===== src/sv/sort_rank_and_band_defines.svh =====
// Assertion macros for the sort_rank_and_band block.
// Included by sort_rank_and_band.sv, the RTL file that carries concurrent checks; no other dependencies.
`ifndef SORT_RANK_AND_BAND_DEFINES_SVH
`define SORT_RANK_AND_BAND_DEFINES_SVH

`ifndef SYNTH
// same-cycle implication
`define SRB_ASSERT_NOW(label, clk, rst_n, ante, cons) \
    label: assert property (@(posedge clk) disable iff (!(rst_n)) (ante) |-> (cons)) \
        else $error("srb check failed");
// next-cycle implication
`define SRB_ASSERT_NEXT(label, clk, rst_n, ante, cons) \
    label: assert property (@(posedge clk) disable iff (!(rst_n)) (ante) |=> (cons)) \
        else $error("srb check failed");
`else
`define SRB_ASSERT_NOW(label, clk, rst_n, ante, cons)
`define SRB_ASSERT_NEXT(label, clk, rst_n, ante, cons)
`endif

`endif


===== src/sv/srb_pkg.sv =====
// Shared types and constants for sort_rank_and_band.
// No dependencies.
package srb_pkg;

    localparam int COUNT   = 64;
    localparam int CNT_W   = $clog2(COUNT + 1);
    localparam int SCORE_W = 7;
    localparam int RANK_W  = 7;
    localparam int BAND_W  = 3;
    localparam int LIM_W   = 8;
    localparam int IDX_W   = 2;

    localparam logic [BAND_W-1:0] BAND_A = 3'd0;
    localparam logic [BAND_W-1:0] BAND_B = 3'd1;
    localparam logic [BAND_W-1:0] BAND_C = 3'd2;
    localparam logic [BAND_W-1:0] BAND_D = 3'd3;
    localparam logic [BAND_W-1:0] BAND_F = 3'd4;

    localparam logic [IDX_W-1:0] REG_BAND_A = 2'd0;
    localparam logic [IDX_W-1:0] REG_BAND_B = 2'd1;
    localparam logic [IDX_W-1:0] REG_BAND_C = 2'd2;
    localparam logic [IDX_W-1:0] REG_BAND_D = 2'd3;

    localparam logic [LIM_W-1:0] RST_LIM_A = 8'd20;
    localparam logic [LIM_W-1:0] RST_LIM_B = 8'd35;
    localparam logic [LIM_W-1:0] RST_LIM_C = 8'd60;
    localparam logic [LIM_W-1:0] RST_LIM_D = 8'd90;

    typedef struct packed {
        logic load;   // insert the broadcast score
        logic shift;  // move every value one cell toward the head
    } t_cell_ctl;

    typedef struct packed {
        logic             emit;
        logic             first;
        logic             last;
        logic [CNT_W-1:0] pos;    // sorted position, counting from 1
    } t_emit_ctl;

    typedef struct packed {
        logic [LIM_W-1:0] a;
        logic [LIM_W-1:0] b;
        logic [LIM_W-1:0] c;
        logic [LIM_W-1:0] d;
    } t_limits;

endpackage


===== src/sv/srb_cell.sv =====
// One cell of the insertion chain: holds a single score.
// Depends on srb_pkg.
module srb_cell (
    input  logic                         i_clk,
    input  srb_pkg::t_cell_ctl           i_ctl,
    input  logic                         i_occ,
    input  logic [srb_pkg::SCORE_W-1:0]  i_score,
    input  logic [srb_pkg::SCORE_W-1:0]  i_prev_val,
    input  logic                         i_prev_keep,
    input  logic [srb_pkg::SCORE_W-1:0]  i_next_val,
    output logic [srb_pkg::SCORE_W-1:0]  o_val,
    output logic                         o_keep
);

    logic [srb_pkg::SCORE_W-1:0] r_val;
    logic [srb_pkg::SCORE_W-1:0] n_val;

    // equal scores stay ahead of the new one
    assign o_keep = i_occ && (r_val >= i_score);
    assign o_val  = r_val;

    always_comb begin
        n_val = r_val;
        if (i_ctl.load) begin
            if (o_keep) begin
                n_val = r_val;
            end else if (i_prev_keep) begin
                n_val = i_score;
            end else begin
                n_val = i_prev_val;
            end
        end else if (i_ctl.shift) begin
            n_val = i_next_val;
        end
    end

    always_ff @(posedge i_clk) begin
        r_val <= n_val;
    end

endmodule


===== src/sv/srb_rank.sv =====
// Output stage: competition rank, band lookup and result registers.
// Depends on srb_pkg.
module srb_rank (
    input  logic                         i_clk,
    input  logic                         i_rst_n,
    input  srb_pkg::t_emit_ctl           i_ctl,
    input  logic [srb_pkg::SCORE_W-1:0]  i_score,
    input  srb_pkg::t_limits             i_lim,
    output logic                         o_valid,
    output logic [srb_pkg::RANK_W-1:0]   o_rank_out,
    output logic [srb_pkg::SCORE_W-1:0]  o_score_out,
    output logic [srb_pkg::BAND_W-1:0]   o_band_out,
    output logic                         o_last_out
);

    logic [srb_pkg::CNT_W-1:0]   r_rank;
    logic [srb_pkg::CNT_W-1:0]   n_rank;
    logic [srb_pkg::SCORE_W-1:0] r_prev;
    logic [srb_pkg::LIM_W-1:0]   w_rank_ext;
    logic [srb_pkg::BAND_W-1:0]  w_band;
    logic                        r_valid;
    logic [srb_pkg::RANK_W-1:0]  r_rank_out;
    logic [srb_pkg::SCORE_W-1:0] r_score_out;
    logic [srb_pkg::BAND_W-1:0]  r_band_out;
    logic                        r_last_out;

    always_comb begin
        if (i_ctl.first) begin
            n_rank = srb_pkg::CNT_W'(1);
        end else if (i_score != r_prev) begin
            n_rank = i_ctl.pos;
        end else begin
            n_rank = r_rank;
        end
    end

    assign w_rank_ext = srb_pkg::LIM_W'(n_rank);

    always_comb begin
        if (w_rank_ext <= i_lim.a) begin
            w_band = srb_pkg::BAND_A;
        end else if (w_rank_ext <= i_lim.b) begin
            w_band = srb_pkg::BAND_B;
        end else if (w_rank_ext <= i_lim.c) begin
            w_band = srb_pkg::BAND_C;
        end else if (w_rank_ext <= i_lim.d) begin
            w_band = srb_pkg::BAND_D;
        end else begin
            w_band = srb_pkg::BAND_F;
        end
    end

    always_ff @(posedge i_clk) begin
        if (!i_rst_n) begin
            r_valid <= 1'b0;
        end else begin
            r_valid <= i_ctl.emit;
        end
    end

    always_ff @(posedge i_clk) begin
        if (i_ctl.emit) begin
            r_rank      <= n_rank;
            r_prev      <= i_score;
            r_rank_out  <= srb_pkg::RANK_W'(n_rank);
            r_score_out <= i_score;
            r_band_out  <= w_band;
            r_last_out  <= i_ctl.last;
        end
    end

    assign o_valid     = r_valid;
    assign o_rank_out  = r_rank_out;
    assign o_score_out = r_score_out;
    assign o_band_out  = r_band_out;
    assign o_last_out  = r_last_out;

endmodule


===== src/sv/sort_rank_and_band.sv =====
// The chain takes the closing score as control enters ST_EMIT; the first result then leaves the srb_rank registers,
// and the results of a set follow on consecutive cycles.
// Throughput: one score per cycle while loading (insertion chain of COUNT cells);
// busy is high while the chain shifts the sorted set out.
// Reset (synchronous, active low) empties the set and restores the band limits.
// Results are strobed for one cycle each; the receiver cannot stall.
`include "sort_rank_and_band_defines.svh"
module sort_rank_and_band (
    input  logic                         i_clk,
    input  logic                         i_rst_n,
    input  logic                         start,
    output logic                         busy,
    input  logic [srb_pkg::SCORE_W-1:0]  i_score_in,
    input  logic                         i_last_in,
    output logic                         o_valid,
    output logic [srb_pkg::RANK_W-1:0]   o_rank_out,
    output logic [srb_pkg::SCORE_W-1:0]  o_score_out,
    output logic [srb_pkg::BAND_W-1:0]   o_band_out,
    output logic                         o_last_out,
    input  logic                         i_cfg_valid,
    output logic                         o_cfg_ready,
    input  logic [srb_pkg::IDX_W-1:0]    i_cfg_index,
    input  logic [srb_pkg::LIM_W-1:0]    i_cfg_data
);

    localparam logic ST_LOAD = 1'b0;
    localparam logic ST_EMIT = 1'b1;

    logic                      r_state;
    logic                      r_discard;
    logic [srb_pkg::CNT_W-1:0] r_count;
    logic [srb_pkg::CNT_W-1:0] r_idx;
    logic [srb_pkg::CNT_W-1:0] r_total;
    srb_pkg::t_limits          r_lim;

    logic                      w_accept;
    logic                      w_close;
    logic [srb_pkg::CNT_W-1:0] w_cnt1;
    logic                      w_emit_last;
    srb_pkg::t_cell_ctl        w_cell_ctl;
    srb_pkg::t_emit_ctl        w_emit_ctl;

    logic [srb_pkg::SCORE_W-1:0] w_val  [srb_pkg::COUNT];
    logic                        w_keep [srb_pkg::COUNT];
    logic [srb_pkg::COUNT-1:0]   w_occ;

    assign busy        = (r_state == ST_EMIT);
    assign o_cfg_ready = 1'b1;
    assign w_accept    = start && !busy;
    assign w_cnt1      = r_count + srb_pkg::CNT_W'(1);
    assign w_close     = w_accept && !r_discard &&
                         (i_last_in || (w_cnt1 == srb_pkg::CNT_W'(srb_pkg::COUNT)));
    assign w_emit_last = (r_idx == r_total - srb_pkg::CNT_W'(1));

    assign w_cell_ctl.load  = w_accept && !r_discard;
    assign w_cell_ctl.shift = busy;

    assign w_emit_ctl.emit  = busy;
    assign w_emit_ctl.first = (r_idx == '0);
    assign w_emit_ctl.last  = w_emit_last;
    assign w_emit_ctl.pos   = r_idx + srb_pkg::CNT_W'(1);

    // control
    always_ff @(posedge i_clk) begin
        if (!i_rst_n) begin
            r_state   <= ST_LOAD;
            r_discard <= 1'b0;
            r_count   <= '0;
            r_idx     <= '0;
            r_total   <= '0;
        end else begin
            case (r_state)
                ST_LOAD: begin
                    if (w_accept) begin
                        if (r_discard) begin
                            if (i_last_in) begin
                                r_discard <= 1'b0;
                            end
                        end else if (w_close) begin
                            r_state   <= ST_EMIT;
                            r_total   <= w_cnt1;
                            r_idx     <= '0;
                            r_count   <= '0;
                            r_discard <= !i_last_in;
                        end else begin
                            r_count <= w_cnt1;
                        end
                    end
                end
                ST_EMIT: begin
                    r_idx <= r_idx + srb_pkg::CNT_W'(1);
                    if (w_emit_last) begin
                        r_state <= ST_LOAD;
                    end
                end
                default: begin
                    r_state <= ST_LOAD;
                end
            endcase
        end
    end

    // band limits
    always_ff @(posedge i_clk) begin
        if (!i_rst_n) begin
            r_lim.a <= srb_pkg::RST_LIM_A;
            r_lim.b <= srb_pkg::RST_LIM_B;
            r_lim.c <= srb_pkg::RST_LIM_C;
            r_lim.d <= srb_pkg::RST_LIM_D;
        end else if (i_cfg_valid && o_cfg_ready) begin
            case (i_cfg_index)
                srb_pkg::REG_BAND_A: r_lim.a <= i_cfg_data;
                srb_pkg::REG_BAND_B: r_lim.b <= i_cfg_data;
                srb_pkg::REG_BAND_C: r_lim.c <= i_cfg_data;
                srb_pkg::REG_BAND_D: r_lim.d <= i_cfg_data;
                default: begin
                end
            endcase
        end
    end

    // insertion chain, head at cell 0 holds the highest score
    for (genvar g = 0; g < srb_pkg::COUNT; g++) begin : g_cell
        logic [srb_pkg::SCORE_W-1:0] w_prev_val;
        logic                        w_prev_keep;
        logic [srb_pkg::SCORE_W-1:0] w_next_val;

        assign w_occ[g] = (srb_pkg::CNT_W'(g) < r_count);

        if (g == 0) begin : g_head
            assign w_prev_val  = '0;
            assign w_prev_keep = 1'b1;
        end else begin : g_body
            assign w_prev_val  = w_val[g-1];
            assign w_prev_keep = w_keep[g-1];
        end

        if (g == srb_pkg::COUNT - 1) begin : g_tail
            assign w_next_val = '0;
        end else begin : g_mid
            assign w_next_val = w_val[g+1];
        end

        srb_cell u_cell (
            .i_clk       (i_clk),
            .i_ctl       (w_cell_ctl),
            .i_occ       (w_occ[g]),
            .i_score     (i_score_in),
            .i_prev_val  (w_prev_val),
            .i_prev_keep (w_prev_keep),
            .i_next_val  (w_next_val),
            .o_val       (w_val[g]),
            .o_keep      (w_keep[g])
        );
    end

    srb_rank u_rank (
        .i_clk       (i_clk),
        .i_rst_n     (i_rst_n),
        .i_ctl       (w_emit_ctl),
        .i_score     (w_val[0]),
        .i_lim       (r_lim),
        .o_valid     (o_valid),
        .o_rank_out  (o_rank_out),
        .o_score_out (o_score_out),
        .o_band_out  (o_band_out),
        .o_last_out  (o_last_out)
    );

    `SRB_ASSERT_NOW(a_count_in_range, i_clk, i_rst_n, 1'b1, r_count < srb_pkg::CNT_W'(srb_pkg::COUNT))
    `SRB_ASSERT_NOW(a_idx_below_total, i_clk, i_rst_n, busy, r_idx < r_total)
    `SRB_ASSERT_NEXT(a_close_goes_busy, i_clk, i_rst_n, w_close, busy && r_idx == '0)
    `SRB_ASSERT_NEXT(a_emit_strobes, i_clk, i_rst_n, busy, o_valid && o_rank_out != '0)
    `SRB_ASSERT_NEXT(a_last_ends_set, i_clk, i_rst_n, busy && w_emit_last, o_last_out && !busy)

endmodule


===== config.mk =====
export PLATFORM = sky130hd
export DESIGN_NAME = sort_rank_and_band
export DESIGN_NICKNAME = d
export VERILOG_FILES = /design/src/sv/srb_pkg.sv /design/src/sv/srb_cell.sv /design/src/sv/srb_rank.sv /design/src/sv/sort_rank_and_band.sv
export VERILOG_INCLUDE_DIRS = /design/src /design/src/sv
export SDC_FILE = /design/constraint.sdc
export NUM_CORES = 2
export LEC_CHECK = 0
export ABC_CLOCK_PERIOD_IN_PS = 4200
export BUFFER_PORTS_ARGS = -buffer_cell sky130_fd_sc_hd__buf_4
export CORE_ASPECT_RATIO = 1.2
export CORE_MARGIN = 4
export CORE_UTILIZATION = 23
export DETAILED_ROUTE_END_ITERATION = 8
export GPL_ROUTABILITY_DRIVEN = 0
export SLEW_MARGIN = 40
export SYNTH_ARGS = -nofsm -noshare
export SYNTH_HDL_FRONTEND = slang
export SYNTH_HIERARCHICAL = 1
export SYNTH_SLANG_ARGS = --single-unit

===== constraint.sdc =====
create_clock -name i_clk -period 4.2 [get_ports i_clk]
set_input_delay 0.63 -clock i_clk [delete_from_list [all_inputs] [get_ports i_clk]]
set_output_delay 0.63 -clock i_clk [all_outputs]
set_load 0.1 [all_outputs]

Word-level counts from Yosys, hierarchy flattened
Index checks and enable logic that the tools add are counted.
{"block": "op_classes", "n_addsub": 3, "order_cmp": 132, "n_eq_ne": 73, "mux": 273, "n_bitwise": 2, "n_reduce_logical": 148}
{"cell": "7-bit 2-to-1 mux", "count": 261}
{"cell": "7-bit greater-or-equal comparator", "count": 64}
{"cell": "6-bit by 7-bit < comparator with 1-bit output, first input constant", "count": 32}
{"cell": "2-bit AND reduction", "count": 69}
{"cell": "2-bit inequality test, second input constant", "count": 67}
{"cell": "5-bit by 7-bit < comparator with 1-bit output, first input constant", "count": 16}
{"cell": "1-bit logical AND", "count": 67}
{"cell": "4-bit by 7-bit < comparator with 1-bit output, first input constant", "count": 8}
{"cell": "7-bit by 8-bit less-or-equal comparator with 1-bit output", "count": 4}
{"cell": "3-bit by 7-bit < comparator with 1-bit output, first input constant", "count": 4}
{"cell": "7-bit by 1-bit adder with 7-bit output, second input constant", "count": 2}
{"cell": "1-bit by 7-bit < comparator with 1-bit output, first input constant", "count": 2}
{"cell": "2-bit by 7-bit < comparator with 1-bit output, first input constant", "count": 2}
{"cell": "7-bit one-hot mux with 2 select lines", "count": 1}
{"cell": "1-bit 2-to-1 mux", "count": 8}
{"cell": "7-bit equality test", "count": 1}
{"cell": "7-bit equality test, second input constant", "count": 1}
{"cell": "7-bit zero test", "count": 1}
{"cell": "7-bit inequality test", "count": 1}
{"cell": "7-bit by 1-bit subtractor with 7-bit output, second input constant", "count": 1}
{"cell": "3-bit AND reduction", "count": 2}
{"cell": "2-bit equality test, second input constant", "count": 2}
{"cell": "4-bit AND reduction", "count": 1}
{"cell": "1-bit zero test", "count": 3}
{"cell": "10 further kinds", "count": 11}
{"block": "totals", "ff_bits": 522, "in_bits": 22, "output_inout_bits": 21, "elab_cells": 711}

Logic depth before layout (Yosys ltp)
{"block": "logic_depth", "ltp_word": 8, "depth_mapped": 14, "mapped_depth_nobuf": 14}

Modules after synthesis
Netlist, hierarchy kept.
{"mod": "srb_cell", "n_inst": 64, "cells_each": 56, "area_each_um2": 571.8, "seq_area_each_um2": 210.2}
{"mod": "sort_rank_and_band", "n_inst": 1, "cells_each": 427, "area_each_um2": 3181.8, "seq_area_each_um2": 1101.1}
{"mod": "srb_rank", "n_inst": 1, "cells_each": 165, "area_each_um2": 1615.3, "seq_area_each_um2": 560.5}

Least setup slack after synthesis
OpenSTA, ideal clock, no wires.
{"block": "synth_timing", "path_type": "register to register", "startpoint": "reg r_state (netlist: busy)", "endpoint": "reg g_cell[25].u_cell.r_val, in the netlist g_cell[25].u_cell/o_val[0], enable pin", "setup_time_ns": 0.375, "arrival_time_ns": 4.455, "required_ns": 3.825, "path_slack_ns": -0.630, "path_stages_with_launch": 8, "n_path_buf": 3, "period_less_slack_ns": 4.830, "cell_sequence": "dfxtp_1 -> nor2b_1 -> nand2b_1 -> buf_2 -> inv_1 -> clkbuf_1 -> buf_2 -> a31oi_1"}
{"item": "start: declaration", "line": "sort_rank_and_band.sv:29", "rtl": "logic r_state;"}
{"item": "start signal: assignment", "line": "sort_rank_and_band.sv:66", "rtl": "r_state <= ST_LOAD;"}
{"item": "start signal: assignment", "line": "sort_rank_and_band.sv:80", "rtl": "r_state <= ST_EMIT;"}
{"item": "start signal: assignment", "line": "sort_rank_and_band.sv:93", "rtl": "r_state <= ST_LOAD;"}
{"item": "end signal: assignment", "line": "srb_cell.sv:38", "rtl": "r_val <= n_val;"}
{"item": "end: declaration", "line": "srb_cell.sv:15", "rtl": "logic [srb_pkg::SCORE_W-1:0] r_val;"}

Worst setup path in the final report
{"block": "layout_timing", "startpoint": "reg g_cell[0].u_cell.r_val, in the netlist g_cell[0].u_cell/o_val[5]", "endpoint": "reg u_rank.r_band_out, in the netlist u_rank/o_band_out[1] (data pin)"}
{"block": "layout_via", "elab_chain_len": 6, "word_cells_on_any_way": 10, "cone_classes": "order compare: 4; eq/ne: 1; mux: 4; reduce/logical: 1"}
{"item": "start: declaration", "line": "srb_cell.sv:15"}
{"item": "start signal: assignment", "line": "srb_cell.sv:38"}
{"item": "7-bit inequality test *", "line": "srb_rank.sv:30", "rtl": "end else if (i_score != r_prev) begin"}
{"item": "7-bit 2-to-1 mux *", "line": "srb_rank.sv:30"}
{"item": "7-bit 2-to-1 mux *", "line": "srb_rank.sv:28", "rtl": "if (i_ctl.first) begin"}
{"item": "named net u_rank.n_rank (one bit)", "line": "srb_rank.sv:17", "rtl": "logic [srb_pkg::CNT_W-1:0] n_rank;"}
{"item": "7-bit by 8-bit less-or-equal comparator with 1-bit output", "line": "srb_rank.sv:46", "rtl": "end else if (w_rank_ext <= i_lim.d) begin"}
{"item": "3-bit 2-to-1 mux", "line": "srb_rank.sv:46"}
{"item": "2-bit 2-to-1 mux", "line": "srb_rank.sv:44", "rtl": "end else if (w_rank_ext <= i_lim.c) begin"}
{"item": "end signal: assignment", "line": "srb_rank.sv:67", "rtl": "r_band_out <= w_band;"}
{"item": "end: declaration", "line": "srb_rank.sv:24", "rtl": "logic [srb_pkg::BAND_W-1:0] r_band_out;"}
Mark *: on every way through the listed nets, which the timed path passes. The rest lies on a longest branch.
A chain may end at the register's enable or synchronous reset.

==> results.md <==
| Result | Reported |
|---|---|
| Status | completed |
| Average footprint of a synthesized cell | 9.91 um^2 |
| Post-Place Cell Area | 0.0448 mm^2 |
| Hold violation total from the final report | 0 |
| Detailed-placement wirelength estimate | 80,200 um |
| H-Tree Level Count | 2 |
| Final worst path period share | 0.870 |
| Final ANT Viol Nets | 0 |
| Area added between synthesis and finish | 13.3% |
| Initial Util | 0.231 |
| Antenna violations before repair | 5 |
| CP endpoint kind | flip-flop |
| Cells on Worst Hold Path | 3 |
| Number of fillers in the final layout | 18,898 |
| RSZ-0062 raised after global routing | false |
| Placeable core area | 0.179 mm^2 |
| Launch point of the worst hold path | i_cfg_data[3] |
| Sum of routed wire length over all layers | 108,000 um |
| Final-stage net count | 4,663 |
| Quantity of hold-fixing buffers added after cts | 0 |
| Detailed-route wire length per cell | 16.3 um |
| Setup TNS | 0 ns |
| FF-to-FF path depth | 13 |
| Timing-limited maximum frequency | 274 MHz |
| Total power | 0.0171 W |
| VDD IR max | 0.000366 V |
| Largest net degree at the start of global routing | 76 |
| Placement row count | 170 |
| Setup Buffers After CTS | 0 |
| Post-synthesis cell count | 4,175 |
| Largest fanout on the critical path | 6 |
| Capture point of the worst reg-to-reg path | u_rank/o_band_out[1] |
| Slew at the pin closest to its max-slew limit | 0.885 ns |
| Register area | 0.0151 mm^2 |
| Min-Delay Path Class | input pin to flip-flop |
| Congestion Overflow GR | 0 |
| Required time worst endpoint | 4.61 ns |
| Leakage power total | 18.6 nW |
| Layout cells sized above 1 | 0.128 |
| Max-slew violations | 0 |
| 1st-iter DRT viols | 1,950 |
| Power per cell area | 365 mW/mm^2 |
| Wire length of the first global-routing pass | 172,000 um |
| DR vias/cell | 4.58 |
| Number of placed I/O pins | 43 |
| Number of clock sinks | 522 |
| TritonCTS clock tree | built |
| Die width | 395 um |
| Num CTS Buffers | 59 |
| Number of global-route vias before repair | 31,177 |
| Die Ht | 473 um |
| Post-route cell area | 0.0469 mm^2 |
| Buffers on Ports | 41 |
| Area of the die | 0.187 mm^2 |
| Worst slew margin | 0.410 |
| Number of endpoints failing setup at the final stage | 0 |
| Drc violations | 0 |
| CP arrival | 4.06 ns |
| Number of warnings issued by yosys | 6 |
| Number of gates resized after cts | 0 |
| Total standard cell area after synthesis | 0.0414 mm^2 |
| Final critical-path required period | 3.65 ns |
| Number of maximum-capacitance violations | 0 |
| Type of the setup path with the least slack | flip-flop to flip-flop |
| Vias after detailed routing | 30,320 |
| Clock Tree Root | sky130_fd_sc_hd__clkbuf_16 |
| Clock insertion delay at the later pin of the skew report | 0.68 ns |
| Setup crit start kind | flip-flop |
| CTS max path bufs | 3 |
| GRT Resource Usage Total | 0.112 |
| Area used by multi-input combinational logic | 0.0236 mm^2 |
| Slack of the worst reg-to-reg path | 0.55 ns |
| Hold Path End | r_lim[11] |
| First-pass iteration count of the detailed router | 6 |
| Clock transition time at the flip-flop clock pins of the worst setup and hold paths | 0.06 ns |
| Hold WS | 0.212 ns |
| Worst r2r src | g_cell[0].u_cell/o_val[5] |
| Setup clock skew after layout | 0.0625 ns |
critical path: stages (launching register included):
cell and delay, ns:
sky130_fd_sc_hd__edfxtp_1 0.44, sky130_fd_sc_hd__xnor2_1 0.18, sky130_fd_sc_hd__nand3_1 0.17, sky130_fd_sc_hd__nor2_1 0.54
sky130_fd_sc_hd__mux2i_1 0.17, sky130_fd_sc_hd__nor2_1 0.34, sky130_fd_sc_hd__ha_1 0.33, sky130_fd_sc_hd__a21o_1 0.17
sky130_fd_sc_hd__a21oi_1 0.19, sky130_fd_sc_hd__o21a_1 0.16, sky130_fd_sc_hd__a211oi_1 0.05, sky130_fd_sc_hd__a211oi_1 0.40
sky130_fd_sc_hd__a211oi_2 0.10, sky130_fd_sc_hd__and2_1 0.17
cells in the final DEF (no fill, tap or decap), types with 27 or more instances in the layout:
cell type	count
sky130_fd_sc_hd__dfxtp_1	54
sky130_fd_sc_hd__a21oi_1	487
sky130_fd_sc_hd__a21o_1	75
sky130_fd_sc_hd__o21a_1	66
sky130_fd_sc_hd__o31ai_2	64
sky130_fd_sc_hd__nand3_1	89
sky130_fd_sc_hd__nand2_1	90
sky130_fd_sc_hd__a21oi_2	64
sky130_fd_sc_hd__ha_1	476
sky130_fd_sc_hd__nand2b_4	64
sky130_fd_sc_hd__buf_4	122
sky130_fd_sc_hd__mux2i_1	476
sky130_fd_sc_hd__edfxtp_1	466
sky130_fd_sc_hd__nor2_1	622
sky130_fd_sc_hd__a2111oi_4	64
sky130_fd_sc_hd__and2_1	66
sky130_fd_sc_hd__inv_1	487
sky130_fd_sc_hd__a31oi_2	27
sky130_fd_sc_hd__clkbuf_16	61
sky130_fd_sc_hd__a31oi_1	37
per-layer routing:
metal	up-vias	part of all wire	global-route usage
met4	2	0.025	0.0307
met2	524	0.49	0.200
met1	14804	0.44	0.142
li1	14837	-	-
met3	153	0.039	0.0145
met5	-	0.00012	0
worst max-delay path by stage:
stage	start	endpoint	slack, ns	depth (start not counted)
after global routing	g_cell[0].u_cell/o_val[5]	u_rank/o_band_out[1]	0.21	13
after global placement	g_cell[0].u_cell/o_val[5]	u_rank/o_band_out[1]	0.55	13
after detailed placement	g_cell[0].u_cell/o_val[5]	u_rank/o_band_out[1]	0.56	13
after floorplan	busy	g_cell[25].u_cell/o_val[0]	0.45	7
after CTS	g_cell[0].u_cell/o_val[5]	u_rank/o_band_out[1]	0.52	13
final	g_cell[0].u_cell/o_val[5]	u_rank/o_band_out[1]	0.55	13
metrics by stage:
| step | instances | util | worst slack [ns] |
|---|---|---|---|
| floorplan | 4189 | - | 0.454 |
| global placement | 6512 | 0.250 | 0.547 |
| detailed placement | 6512 | 0.250 | 0.555 |
| CTS | 6619 | 0.261 | 0.520 |
| global route | 6619 | 0.262 | 0.209 |
| finish | 6621 | 0.262 | 0.548 |
registers in the layout (all words and copies together) (netlist names):
signal	flops
u_rank/o_score_out	7
busy	1
r_lim	32
u_rank/o_last_out	1
r_count	7
r_discard	1
g_cell.u_cell/o_val	448
r_idx	7
r_total	7
u_rank/o_rank_out	7
u_rank/o_band_out	3
u_rank/o_valid	1
layout make-up:
cell class,instances,share of cell area
tap,2408,0.0642
antenna,2,0.000107
multi-input combinational,2950,0.504
inverter,489,0.0393
timing repair buffer,143,0.0283
sequential,522,0.322
clock buffer,73,0.0340
clock inverter,34,0.00792
where the power goes:
group	switching (W)	leakage [nW]	internal [W]
sequential	0.000671	4.89	0.00661
clock	0.00230	0.963	0.00306
combinational	0.00254	12.7	0.00192
total	0.00551	18.6	0.0116
Note: power is estimated with default switching activity, not from simulation.
